--- src/hdl/rfd_pkg.sv ---
// Package for the radar frame deframer: frame size, header and tail bytes, shared types.
// Depends on nothing; rfd_parser, rfd_reader, the top level and the testbench use it.
`default_nettype none

package rfd_pkg;

    localparam int FRAME_BYTES = 30;
    localparam int POS_W       = 6;
    localparam int ADDR_W      = $clog2(FRAME_BYTES);

    localparam logic [7:0] HDR0  = 8'hAA;
    localparam logic [7:0] HDR1  = 8'hFF;
    localparam logic [7:0] HDR2  = 8'h03;
    localparam logic [7:0] HDR3  = 8'h00;
    localparam logic [7:0] TAIL0 = 8'h55;
    localparam logic [7:0] TAIL1 = 8'hCC;

    localparam logic [POS_W-1:0] POS_HDR1  = POS_W'(1);
    localparam logic [POS_W-1:0] POS_HDR2  = POS_W'(2);
    localparam logic [POS_W-1:0] POS_HDR3  = POS_W'(3);
    localparam logic [POS_W-1:0] POS_BODY  = POS_W'(4);
    localparam logic [POS_W-1:0] POS_TAIL0 = POS_W'(FRAME_BYTES - 2);
    localparam logic [POS_W-1:0] POS_LAST  = POS_W'(FRAME_BYTES - 1);

    typedef struct packed {
        logic              en;
        logic [ADDR_W-1:0] addr;
        logic [7:0]        data;
    } wr_req_t;

    typedef enum logic {
        RD_IDLE,
        RD_RUN
    } rd_state_t;

endpackage

`default_nettype wire

--- src/hdl/rfd_in_if.sv ---
// Input channel of the radar frame deframer: one received byte per transaction.
// Depends on nothing.
`default_nettype none

interface rfd_in_if;
    logic       valid;
    logic       ready;
    logic [7:0] data_byte;
    logic       call_active;
    logic       link_up;

    modport source (output valid, output data_byte, output call_active, output link_up,
                    input ready);
    modport sink   (input valid, input data_byte, input call_active, input link_up,
                    output ready);
endinterface

`default_nettype wire

--- src/hdl/rfd_out_if.sv ---
// Output channel of the radar frame deframer: one frame byte per transaction.
// Depends on nothing.
`default_nettype none

interface rfd_out_if;
    logic       valid;
    logic       ready;
    logic [7:0] frame_byte;
    logic [5:0] byte_position;
    logic       last;

    modport source (output valid, output frame_byte, output byte_position, output last,
                    input ready);
    modport sink   (input valid, input frame_byte, input byte_position, input last,
                    output ready);
endinterface

`default_nettype wire

--- src/hdl/rfd_ram.sv ---
// Generic simple dual-port RAM with one write port and one registered read port.
// Depends on nothing.
`default_nettype none

module rfd_ram #(
    parameter int WIDTH = 8,
    parameter int DEPTH = 32
) (
    input  wire logic                     clk,
    input  wire logic                     wr_en,
    input  wire logic [$clog2(DEPTH)-1:0] wr_addr,
    input  wire logic [WIDTH-1:0]         wr_data,
    input  wire logic                     rd_en,
    input  wire logic [$clog2(DEPTH)-1:0] rd_addr,
    output logic      [WIDTH-1:0]         rd_data
);

    logic [WIDTH-1:0] mem [DEPTH];

    always_ff @(posedge clk)
    begin
        if (wr_en)
        begin
            mem[wr_addr] <= wr_data;
        end
        if (rd_en)
        begin
            rd_data <= mem[rd_addr];
        end
    end

endmodule

`default_nettype wire

--- src/hdl/rfd_parser.sv ---
// Header hunt, frame gathering and tail check of the radar frame deframer.
// Depends on rfd_pkg; drives the write port of the frame store and starts the readout.
`default_nettype none

module rfd_parser (
    input  wire logic            clk,
    input  wire logic            rst_n,
    input  wire logic            accept,
    input  wire logic [7:0]      data_byte,
    input  wire logic            call_active,
    input  wire logic            link_up,
    output rfd_pkg::wr_req_t     wr_req,
    output logic                 start
);

    logic [rfd_pkg::POS_W-1:0] pos_reg, pos_next;
    logic                      tail0_reg, tail0_next;

    always_ff @(posedge clk or negedge rst_n)
    begin
        if (!rst_n)
        begin
            pos_reg   <= '0;
            tail0_reg <= 1'b0;
        end
        else
        begin
            pos_reg   <= pos_next;
            tail0_reg <= tail0_next;
        end
    end

    always_comb
    begin
        pos_next     = pos_reg;
        tail0_next   = tail0_reg;
        wr_req.en    = 1'b0;
        wr_req.addr  = pos_reg[rfd_pkg::ADDR_W-1:0];
        wr_req.data  = data_byte;
        start        = 1'b0;
        if (accept)
        begin
            if (call_active)
            begin
                pos_next = '0;
            end
            else
            begin
                case (pos_reg)
                    '0:
                    begin
                        if (data_byte == rfd_pkg::HDR0)
                        begin
                            wr_req.en = 1'b1;
                            pos_next  = rfd_pkg::POS_HDR1;
                        end
                    end
                    rfd_pkg::POS_HDR1:
                    begin
                        if (data_byte == rfd_pkg::HDR1)
                        begin
                            wr_req.en = 1'b1;
                            pos_next  = rfd_pkg::POS_HDR2;
                        end
                        else if (data_byte == rfd_pkg::HDR0)
                        begin
                            pos_next = rfd_pkg::POS_HDR1;
                        end
                        else
                        begin
                            pos_next = '0;
                        end
                    end
                    rfd_pkg::POS_HDR2:
                    begin
                        if (data_byte == rfd_pkg::HDR2)
                        begin
                            wr_req.en = 1'b1;
                            pos_next  = rfd_pkg::POS_HDR3;
                        end
                        else
                        begin
                            pos_next = '0;
                        end
                    end
                    rfd_pkg::POS_HDR3:
                    begin
                        if (data_byte == rfd_pkg::HDR3)
                        begin
                            wr_req.en = 1'b1;
                            pos_next  = rfd_pkg::POS_BODY;
                        end
                        else
                        begin
                            pos_next = '0;
                        end
                    end
                    default:
                    begin
                        if (pos_reg > rfd_pkg::POS_LAST)
                        begin
                            pos_next = '0;
                        end
                        else
                        begin
                            wr_req.en = 1'b1;
                            if (pos_reg == rfd_pkg::POS_TAIL0)
                            begin
                                tail0_next = (data_byte == rfd_pkg::TAIL0);
                            end
                            if (pos_reg == rfd_pkg::POS_LAST)
                            begin
                                pos_next = '0;
                                start    = tail0_reg && (data_byte == rfd_pkg::TAIL1)
                                           && link_up;
                            end
                            else
                            begin
                                pos_next = pos_reg + 1'b1;
                            end
                        end
                    end
                endcase
            end
        end
    end

endmodule

`default_nettype wire

--- src/hdl/rfd_reader.sv ---
// Readout of a validated frame from the frame store into the output register.
// Depends on rfd_pkg; drives the read port of the frame store and the output channel.
`default_nettype none

module rfd_reader (
    input  wire logic                       clk,
    input  wire logic                       rst_n,
    input  wire logic                       start,
    output logic                            busy,
    output logic                            rd_en,
    output logic [rfd_pkg::ADDR_W-1:0]      rd_addr,
    input  wire logic [7:0]                 rd_data,
    rfd_out_if.source                       out_ch
);

    rfd_pkg::rd_state_t        state_reg, state_next;
    logic [rfd_pkg::POS_W-1:0] cnt_reg, cnt_next;
    logic                      pend_reg, pend_next;
    logic [rfd_pkg::POS_W-1:0] pend_pos_reg, pend_pos_next;
    logic                      out_valid_reg, out_valid_next;
    logic [7:0]                out_byte_reg, out_byte_next;
    logic [rfd_pkg::POS_W-1:0] out_pos_reg, out_pos_next;
    logic                      out_last_reg, out_last_next;

    always_ff @(posedge clk or negedge rst_n)
    begin
        if (!rst_n)
        begin
            state_reg     <= rfd_pkg::RD_IDLE;
            cnt_reg       <= '0;
            pend_reg      <= 1'b0;
            out_valid_reg <= 1'b0;
        end
        else
        begin
            state_reg     <= state_next;
            cnt_reg       <= cnt_next;
            pend_reg      <= pend_next;
            out_valid_reg <= out_valid_next;
        end
    end

    always_ff @(posedge clk)
    begin
        pend_pos_reg <= pend_pos_next;
        out_byte_reg <= out_byte_next;
        out_pos_reg  <= out_pos_next;
        out_last_reg <= out_last_next;
    end

    always_comb
    begin
        state_next     = state_reg;
        cnt_next       = cnt_reg;
        pend_next      = 1'b0;
        pend_pos_next  = pend_pos_reg;
        out_valid_next = out_valid_reg && !out_ch.ready;
        out_byte_next  = out_byte_reg;
        out_pos_next   = out_pos_reg;
        out_last_next  = out_last_reg;
        rd_en          = 1'b0;
        rd_addr        = cnt_reg[rfd_pkg::ADDR_W-1:0];
        busy           = (state_reg == rfd_pkg::RD_RUN);

        if (pend_reg)
        begin
            out_valid_next = 1'b1;
            out_byte_next  = rd_data;
            out_pos_next   = pend_pos_reg;
            out_last_next  = (pend_pos_reg == rfd_pkg::POS_LAST);
        end

        case (state_reg)
            rfd_pkg::RD_IDLE:
            begin
                if (start)
                begin
                    cnt_next   = '0;
                    state_next = rfd_pkg::RD_RUN;
                end
            end
            rfd_pkg::RD_RUN:
            begin
                if (!pend_reg && (!out_valid_reg || out_ch.ready))
                begin
                    rd_en         = 1'b1;
                    pend_next     = 1'b1;
                    pend_pos_next = cnt_reg;
                    cnt_next      = cnt_reg + 1'b1;
                    if (cnt_reg == rfd_pkg::POS_LAST)
                    begin
                        state_next = rfd_pkg::RD_IDLE;
                    end
                end
            end
            default:
            begin
                state_next = rfd_pkg::RD_IDLE;
            end
        endcase
    end

    assign out_ch.valid         = out_valid_reg;
    assign out_ch.frame_byte    = out_byte_reg;
    assign out_ch.byte_position = out_pos_reg;
    assign out_ch.last          = out_last_reg;

endmodule

`default_nettype wire

--- src/hdl/radar_frame_deframer_top.sv ---
// Radar frame deframer: finds the AA FF 03 00 header, gathers a fixed-length frame of
// FRAME_BYTES bytes into a RAM, checks the 55 CC tail and forwards good frames when the link
// is up. One received byte is taken per cycle while no readout runs. When a good frame ends,
// the input is held off while the frame is read back through the single read port of the
// store; each byte is read only after the one before it has been loaded into the output
// register. The last byte may still wait in the output register while new bytes come in.
// call_active drops the byte and restarts the header hunt. The store needs no clearing after reset.
// Depends on rfd_pkg, rfd_in_if, rfd_out_if, rfd_ram, rfd_parser and rfd_reader.
`default_nettype none

module radar_frame_deframer_top (
    input  wire logic clk,
    input  wire logic rst_n,
    rfd_in_if.sink    in_ch,
    rfd_out_if.source out_ch
);

    rfd_pkg::wr_req_t             wr_req;
    logic                         start;
    logic                         busy;
    logic                         accept;
    logic                         rd_en;
    logic [rfd_pkg::ADDR_W-1:0]   rd_addr;
    logic [7:0]                   rd_data;

    assign in_ch.ready = !busy;
    assign accept      = in_ch.valid && !busy;

    rfd_parser u_parser (
        .clk         (clk),
        .rst_n       (rst_n),
        .accept      (accept),
        .data_byte   (in_ch.data_byte),
        .call_active (in_ch.call_active),
        .link_up     (in_ch.link_up),
        .wr_req      (wr_req),
        .start       (start)
    );

    rfd_ram #(
        .WIDTH (8),
        .DEPTH (rfd_pkg::FRAME_BYTES)
    ) u_store (
        .clk     (clk),
        .wr_en   (wr_req.en),
        .wr_addr (wr_req.addr),
        .wr_data (wr_req.data),
        .rd_en   (rd_en),
        .rd_addr (rd_addr),
        .rd_data (rd_data)
    );

    rfd_reader u_reader (
        .clk     (clk),
        .rst_n   (rst_n),
        .start   (start),
        .busy    (busy),
        .rd_en   (rd_en),
        .rd_addr (rd_addr),
        .rd_data (rd_data),
        .out_ch  (out_ch)
    );

endmodule

`default_nettype wire

--- src/flat_wrapper.sv ---
// flat-port wrapper written by rule: the top's interface ports become plain ports
module radar_frame_deframer_top_flat 
  (clk, rst_n, in_ch_valid, in_ch_data_byte, in_ch_call_active, in_ch_link_up, in_ch_ready, out_ch_valid, out_ch_frame_byte, out_ch_byte_position, out_ch_last, out_ch_ready);
  rfd_in_if in_ch_i ();
  rfd_out_if out_ch_i ();
  input  wire logic clk;
  input  wire logic rst_n;
  input wire logic [$bits(in_ch_i.valid)-1:0] in_ch_valid;
  input wire logic [$bits(in_ch_i.data_byte)-1:0] in_ch_data_byte;
  input wire logic [$bits(in_ch_i.call_active)-1:0] in_ch_call_active;
  input wire logic [$bits(in_ch_i.link_up)-1:0] in_ch_link_up;
  output wire logic [$bits(in_ch_i.ready)-1:0] in_ch_ready;
  output wire logic [$bits(out_ch_i.valid)-1:0] out_ch_valid;
  output wire logic [$bits(out_ch_i.frame_byte)-1:0] out_ch_frame_byte;
  output wire logic [$bits(out_ch_i.byte_position)-1:0] out_ch_byte_position;
  output wire logic [$bits(out_ch_i.last)-1:0] out_ch_last;
  input wire logic [$bits(out_ch_i.ready)-1:0] out_ch_ready;
  assign in_ch_i.valid = in_ch_valid;
  assign in_ch_i.data_byte = in_ch_data_byte;
  assign in_ch_i.call_active = in_ch_call_active;
  assign in_ch_i.link_up = in_ch_link_up;
  assign in_ch_ready = in_ch_i.ready;
  assign out_ch_valid = out_ch_i.valid;
  assign out_ch_frame_byte = out_ch_i.frame_byte;
  assign out_ch_byte_position = out_ch_i.byte_position;
  assign out_ch_last = out_ch_i.last;
  assign out_ch_i.ready = out_ch_ready;
  radar_frame_deframer_top u_core (.clk(clk), .rst_n(rst_n), .in_ch(in_ch_i), .out_ch(out_ch_i));
endmodule
--- config.mk ---
export PLATFORM = sky130hd
export DESIGN_NAME = radar_frame_deframer_top_flat
export DESIGN_NICKNAME = d
export VERILOG_FILES = /design/src/hdl/rfd_pkg.sv /design/src/hdl/rfd_in_if.sv /design/src/hdl/rfd_out_if.sv /design/src/hdl/rfd_ram.sv /design/src/hdl/rfd_parser.sv /design/src/hdl/rfd_reader.sv /design/src/hdl/radar_frame_deframer_top.sv /design/src/flat_wrapper.sv
export SDC_FILE = /design/constraint.sdc
export NUM_CORES = 1
export LEC_CHECK = 0
export BUFFER_PORTS_ARGS = -buffer_cell sky130_fd_sc_hd__buf_4
export CAP_MARGIN = 30
export CORE_UTILIZATION = 25
export CTS_CLUSTER_SIZE = 30
export DETAILED_ROUTE_END_ITERATION = 10
export HOLD_SLACK_MARGIN = 0.03
export PLACE_DENSITY = 0.36
export SKIP_LAST_GASP = 1
export SLEW_MARGIN = 20
export SYNTH_ARGS = -nofsm -noshare
export SYNTH_HDL_FRONTEND = slang
export SYNTH_SLANG_ARGS = --single-unit
--- constraint.sdc ---
create_clock -name clk -period 3.55 [get_ports clk]
set_input_delay 0.71 -clock clk [delete_from_list [all_inputs] [get_ports clk]]
set_output_delay 0.71 -clock clk [all_outputs]
set_load 0.03 [all_outputs]
-- Word level (Yosys, flattened, before mapping)
Memories as Yosys holds them, arrays and structs flattened. A register that Yosys moved wholly into a read port is not among the register bits.
Index checks and enable logic that the tools add are counted.
Widths: inputs -> output; s select.
- $add $sub $neg: 2
- magnitude comparators: 1
- equal/unequal tests: 15
- muxes and demuxes: 34
- bitwise operators: 4
- reductions and logical operators: 17
- operators with widths (kind ; number):
    $mux 6 ; 6
    $eq 6x5->1 const B ; 4
    $eq 8x8->1 const B ; 3
    $pmux 6 s4 ; 1
    $mux 1 ; 21
    $add 6x1->6 const B ; 2
    $eq 6x2->1 const B ; 2
    $pmux 6 s2 ; 1
    $eq 8x2->1 const B ; 1
    $eq 8x7->1 const B ; 1
    $logic_not 8->1 ; 1
    $eq 6x1->1 const B ; 1
    $gt 6x5->1 const B ; 1
    $logic_not 6->1 ; 1
    $reduce_and 2->1 ; 3
    $logic_and 1x1->1 ; 5
    $reduce_and 5->1 ; 1
    $logic_not 1->1 ; 4
    $mux 2 ; 2
    $ne 2x1->1 const B ; 2
    $not 1->1 ; 4
    $pmux 1 s4 ; 1
    $reduce_or 4->1 ; 1
    $mux 3 ; 1
    other kinds (3) ; 3
- register bits: 37
- memory bits (writable): 240
- bits of input ports: 14
- output and inout port bits: 17
- logic and storage cells: 84
- memories kept: 1
- memories (memory ; words ; bits a word ; rd ports ; clocked after memory_dff ; write ports ; line ; text):
    u_core.u_store.mem ; 30 ; 8 ; 1 ; 1 ; 1 ; rfd_ram.sv:18 ; logic [WIDTH-1:0] mem [DEPTH];

-- Longest topological paths before layout
- depth after elaboration: 10
- depth in mapped cells: 8
- gate-level depth less buffers: 7

-- By module
Synthesis repeated with hierarchy kept, for this count alone.
- cells, all modules: 699
- area total of the unflattened synthesis: 11838.9 µm²
- by module, submodules not included (module ; instances ; cells each ; area each (µm²) ; seq. area each (µm²)):
    rfd_ram ; 1 ; 530 ; 9872.0 ; 7447.1
    rfd_reader ; 1 ; 72 ; 1177.4 ; 855.8
    rfd_parser ; 1 ; 95 ; 779.5 ; 175.2
    radar_frame_deframer_top ; 1 ; 2 ; 10.0 ; 0.0

-- Least setup slack after synthesis
No wires, ideal clock.
- kind: input to register
- start point: input in_ch_call_active
- end point: memory u_core.u_store.mem[13][0], enable pin
- library setup time: 0.370 ns
- arrival time: 1.929 ns
- setup slack: 1.251 ns
- stages: 4
- cell sequence: or3b_1 > or3_1 > buf_6 > nor2_1
- longest elaborated chain between the ends: 4
- ends and longest elaborated chain (what ; line ; text):
    start: declaration ; flat_wrapper.sv:10 ; input wire logic [$bits(in_ch_i.call_active)-1:0] in_ch_call_active;
    $mux 1 ; rfd_parser.sv:43 ; if (call_active)
    $mux 1 ; rfd_parser.sv:41 ; if (accept)
    $mux 1 ; rfd_ram.sv:22 ; if (wr_en)
    $mux 1 (not written as such) ; rfd_ram.sv:24 ; mem[wr_addr] <= wr_data;
    end: declaration ; rfd_ram.sv:18 ;
Every way passes these cells.

-- Worst setup path in the final report
- start point: register u_core.u_parser.pos_reg[0] in the netlist's numbering
- end point: memory u_core.u_store.mem[0][3], enable pin
- longest elaborated chain between the ends: 7
- ends and longest elaborated chain (what ; line ; text):
    start: declaration ; rfd_parser.sv:16 ; logic [rfd_pkg::POS_W-1:0] pos_reg, pos_next;
    start signal: assignment ; rfd_parser.sv:28 ; pos_reg <= pos_next;
    $gt 6x5->1 ; rfd_parser.sv:100 ; if (pos_reg > rfd_pkg::POS_LAST)
    $mux 1 ; rfd_parser.sv:100 ;
    $pmux 1 s4 ; rfd_parser.sv:49 ; case (pos_reg)
    $mux 1 ; rfd_parser.sv:43 ;
    $mux 1 ; rfd_parser.sv:41 ;
    $mux 1 ; rfd_ram.sv:22 ;
    $mux 1 (not written as such) ; rfd_ram.sv:24 ;
Parallel ways exist; a longest one is shown, timed or not.

==> out/qor.csv <==
stage,metric,value,unit
synthesis,"flops & latches, synth",285,
sta,Max Fclk,0.365,GHz
cts,total CTS buffers,34,
placed_design,routability congestion estimate,0.814,
drt,WL per Instance,23.1,um
placed_design,PortBufs,30,
finish,layout overhead on the synthesized area,19.9,%
sta,# setup viols final,0,
cts,"Reg clk slew, reported paths",60,ps
critical_path,crit-path cells,"inv_1, ha_1, nor4_4, nor2_4, o21ai_1, o31ai_2, nor2_1",
drt,1st-pass router iterations,5,
cts,Num Clock Sinks,285,
outcome,status,completed,
cts,postcts setup bufs,0,
finish,share of post-route cells with drive strength above 1,25.1,%
synthesis,sequential cell area fraction in the yosys report,74.8,%
pwr,part of the power in combinational logic,2.6,%
pwr,clock network power share,46.4,%
pwr,switching share of power,20.3,%
drt,Antenna Nets Post-Route,0,
synthesis,synth top area cells,"edfxtp_1 (71%), mux4_2 (9.9%), dfrtp_1 (3.5%), mux2i_1 (1.5%), nor2_1 (1.5%)",
sta,Fin. Hold Viols,0,
sta,PnR worst setup slack,807,ps
pwr,switching pwr,1.47,mW
die,Core Rows,77,
finish,Util after Layout,30.5,%
pwr,Pleak,4.53,nW
critical_path,r2r setup slk,810,ps
cts,cts hold-fix bufs,0,
global_route,M2 GR Usage,21.9,%
placed_design,HPWL after DPL,20400,um
cts,root buf cell,clkbuf_16,
synthesis,fraction of registers with async set/reset,5.61,%
critical_path,CP Capture Type,flop,
drt,vias,6046,
global_route,gr ovfl total,0,
synthesis,Cells after Synth,620,
synthesis,Yosys warnings,0,
drt,DR iter-0 viols,407,
synthesis,main flop type after synthesis,edfxtp_1,
drt,drt drc,0,
drt,via density per instance,4.59,
cts,Post-CTS Resized,0,
sta,Final Max Slew Viols,0,
sta,RSZ-0062 raised after global routing,no,
drt,routed wire length,30400,um
sta,Slew Limit Headroom,40.1,%
finish,fill count,4418,
finish,largest reg by FF count,u_core.u_store.mem,
critical_path,WP data required,3690,ps
sta,Slew @ Worst Pin,898,ps
die,Die Area,46200,sq um
synthesis,most common cell in the netlist,edfxtp_1,
die,I/O pin cnt,31,
global_route,met3 Track Usage GR,2.31,%
finish,fin nets,724,
global_route,antenna violations before repair,0,
global_route,M1 GR Usage,17.5,%
global_route,first-pass GRT wire length,44200,um
critical_path,R2R cell count,7,
cts,clk_lat worst skew,530,ps
finish,flip-flop count of the largest register after layout,240,
global_route,largest net degree at the start of global routing,36,
run,Max-cap violations,0,
critical_path,slowest cell on the critical path,nor2_1,
synthesis,Syn Nets,641,
pwr,internal power,5.77,mW
synthesis,Avg Synthesized Cell Area,18.3,sq um
critical_path,reg2reg end,u_core.u_store.mem[0][3],
die,die height,215,um
pwr,peak supply drop,0.335,mV
placed_design,Worst Setup Slack post-DPL,663,ps
sta,Final Cycle Share,77.3,%
synthesis,Mapped Area,11300,sq um
critical_path,Crit Reg-Reg Startpoint,u_core.u_parser.pos_reg[0],
global_route,GRT Max-Usage Layer,met2,
cts,clk buf depth,3,
global_route,GRT Overall Usage,13.4,%
synthesis,Synth area leader,edfxtp_1,
hold_path,HP Class,input pin to asynchronous set/reset pin,
pwr,sequential share of power,50.9,%
critical_path,crit path max fanout,8,
sta,min Tclk post-route,2740,ps
sta,Final TNS setup,0,ps
cts,CTS tree,done,
die,Core Box Area,44500,sq um
critical_path,crit path kind,flop to flop,
die,Initial Util,25.5,%
synthesis,most frequent cells after synthesis,"edfxtp_1 (269), mux4_2 (50), nor2_1 (45), nand2_1 (33), mux2i_1 (17)",
die,DIE WIDTH,215,um
pwr,Pwr Density,533,nW/um^2
synthesis,post-synth top area share,71.3,%
synthesis,number of synthesized flops with an enable pin,269,
critical_path,Critical Path Max Stage Delay,620,ps
synthesis,synth unique cells,52,
global_route,number of global-route vias before repair,6434,
finish,ANT cells,0,
critical_path,worst path arrival time,2880,ps
cts,H-tree levels,2,
sta,Clock Skews,19.6,ps
critical_path,Critical Path Source Type,flop,
-- metal layers --
metal | part of all wire [%] | up-vias
met5 | 0 | -
met4 | 2.9 | 0
met3 | 3.8 | 52
met2 | 48 | 140
met1 | 45 | 3180
li1 | - | 2674
-- final cells by class --
type | instances | area (sq um) | share of cell area, %
tap | 592 | 741 | 5.45
clock buffer | 43 | 916 | 6.74
clock inverter | 16 | 156 | 1.15
sequential | 285 | 8480 | 62.5
timing repair buffer | 74 | 563 | 4.15
multi-input combinational | 297 | 2680 | 19.7
inverter | 11 | 41.3 | 0.304
-- power groups by stage --
stage          Combinational (mW)  Sequential [mW]  Clock [mW]
2_1_floorplan              0.0801             3.75           0
3_3_place_gp                0.189             3.76           0
3_5_place_dp                0.193             3.76           0
4_1_cts                     0.193             3.69        3.46
5_1_grt                     0.206             3.68        3.57
6_report                    0.191             3.69        3.36
-- placed cells by master (no fill, tap or decap), types with 5 or more instances in the layout --
cell,synthesis,routed
edfxtp_1,269,269
buf_4,4,73
mux4_2,50,50
nor2_1,45,45
clkbuf_16,0,35
nand2_1,33,33
mux2i_1,17,17
dfrtp_1,16,14
nand3_1,13,13
a21oi_1,13,13
inv_1,11,11
o21ai_0,11,11
a22oi_1,10,10
o22ai_1,10,10
nor2b_1,8,8
a211oi_1,8,8
nand4_1,8,8
ha_1,7,7
clkbuf_1,16,7
clkinv_1,0,6
nor3_1,5,5
-- worst max path at each step --
| stage | start | end | slack, ps | depth (start not counted) |
|---|---|---|---|---|
| 4_1_cts | u_core.u_parser.pos_reg[0] | u_core.u_store.mem[0][3] | 810 | 7 |
| 3_5_place_dp | in_ch_call_active | u_core.u_store.mem[20][7] | 660 | 5 |
| 6_report | u_core.u_parser.pos_reg[0] | u_core.u_store.mem[0][3] | 810 | 7 |
| 2_1_floorplan | in_ch_call_active | u_core.u_store.mem[13][0] | 1250 | 4 |
| 3_3_place_gp | in_ch_call_active | u_core.u_store.mem[20][4] | 720 | 5 |
| 5_1_grt | u_core.u_parser.pos_reg[3] | u_core.u_store.mem[0][3] | 610 | 6 |
-- kinds of logic (layout without fill, tap and decap cells) --
family	Yosys count	after routing	share of synthesized area (%)
simple gates	144	144	6.65
compound gates	74	74	4.37
flops	285	285	74.8
fa+ha+maj	7	7	0.773
mux	69	69	11.6
xor+xnor	3	3	0.232
buf+inv	38	144	1.52
-- critical path, delay by kind of cell (launching register included) --
family	cells	cell delay (ps)
AND/OR/NAND/NOR	3	1090
buffers and inverters	1	120
AO/OA/AOI/OAI	2	340
adder cells (fa/ha/maj)	1	340
flip-flops	1	460
-- per-stage QoR --
stage / total power [mW] / instance area, sq um / cells / hold slack (ps)
2_1_floorplan: 3.83 / 11300 / 620 / 400
3_3_place_gp: 3.94 / 12500 / 1258 / 411
3_5_place_dp: 3.95 / 12500 / 1259 / 407
4_1_cts: 7.34 / 13600 / 1318 / 31.8
5_1_grt: 7.46 / 13600 / 1318 / 46.4
6_report: 7.24 / 13600 / 1318 / 50.5
No activity file was read; power rests on OpenSTA's default activity.
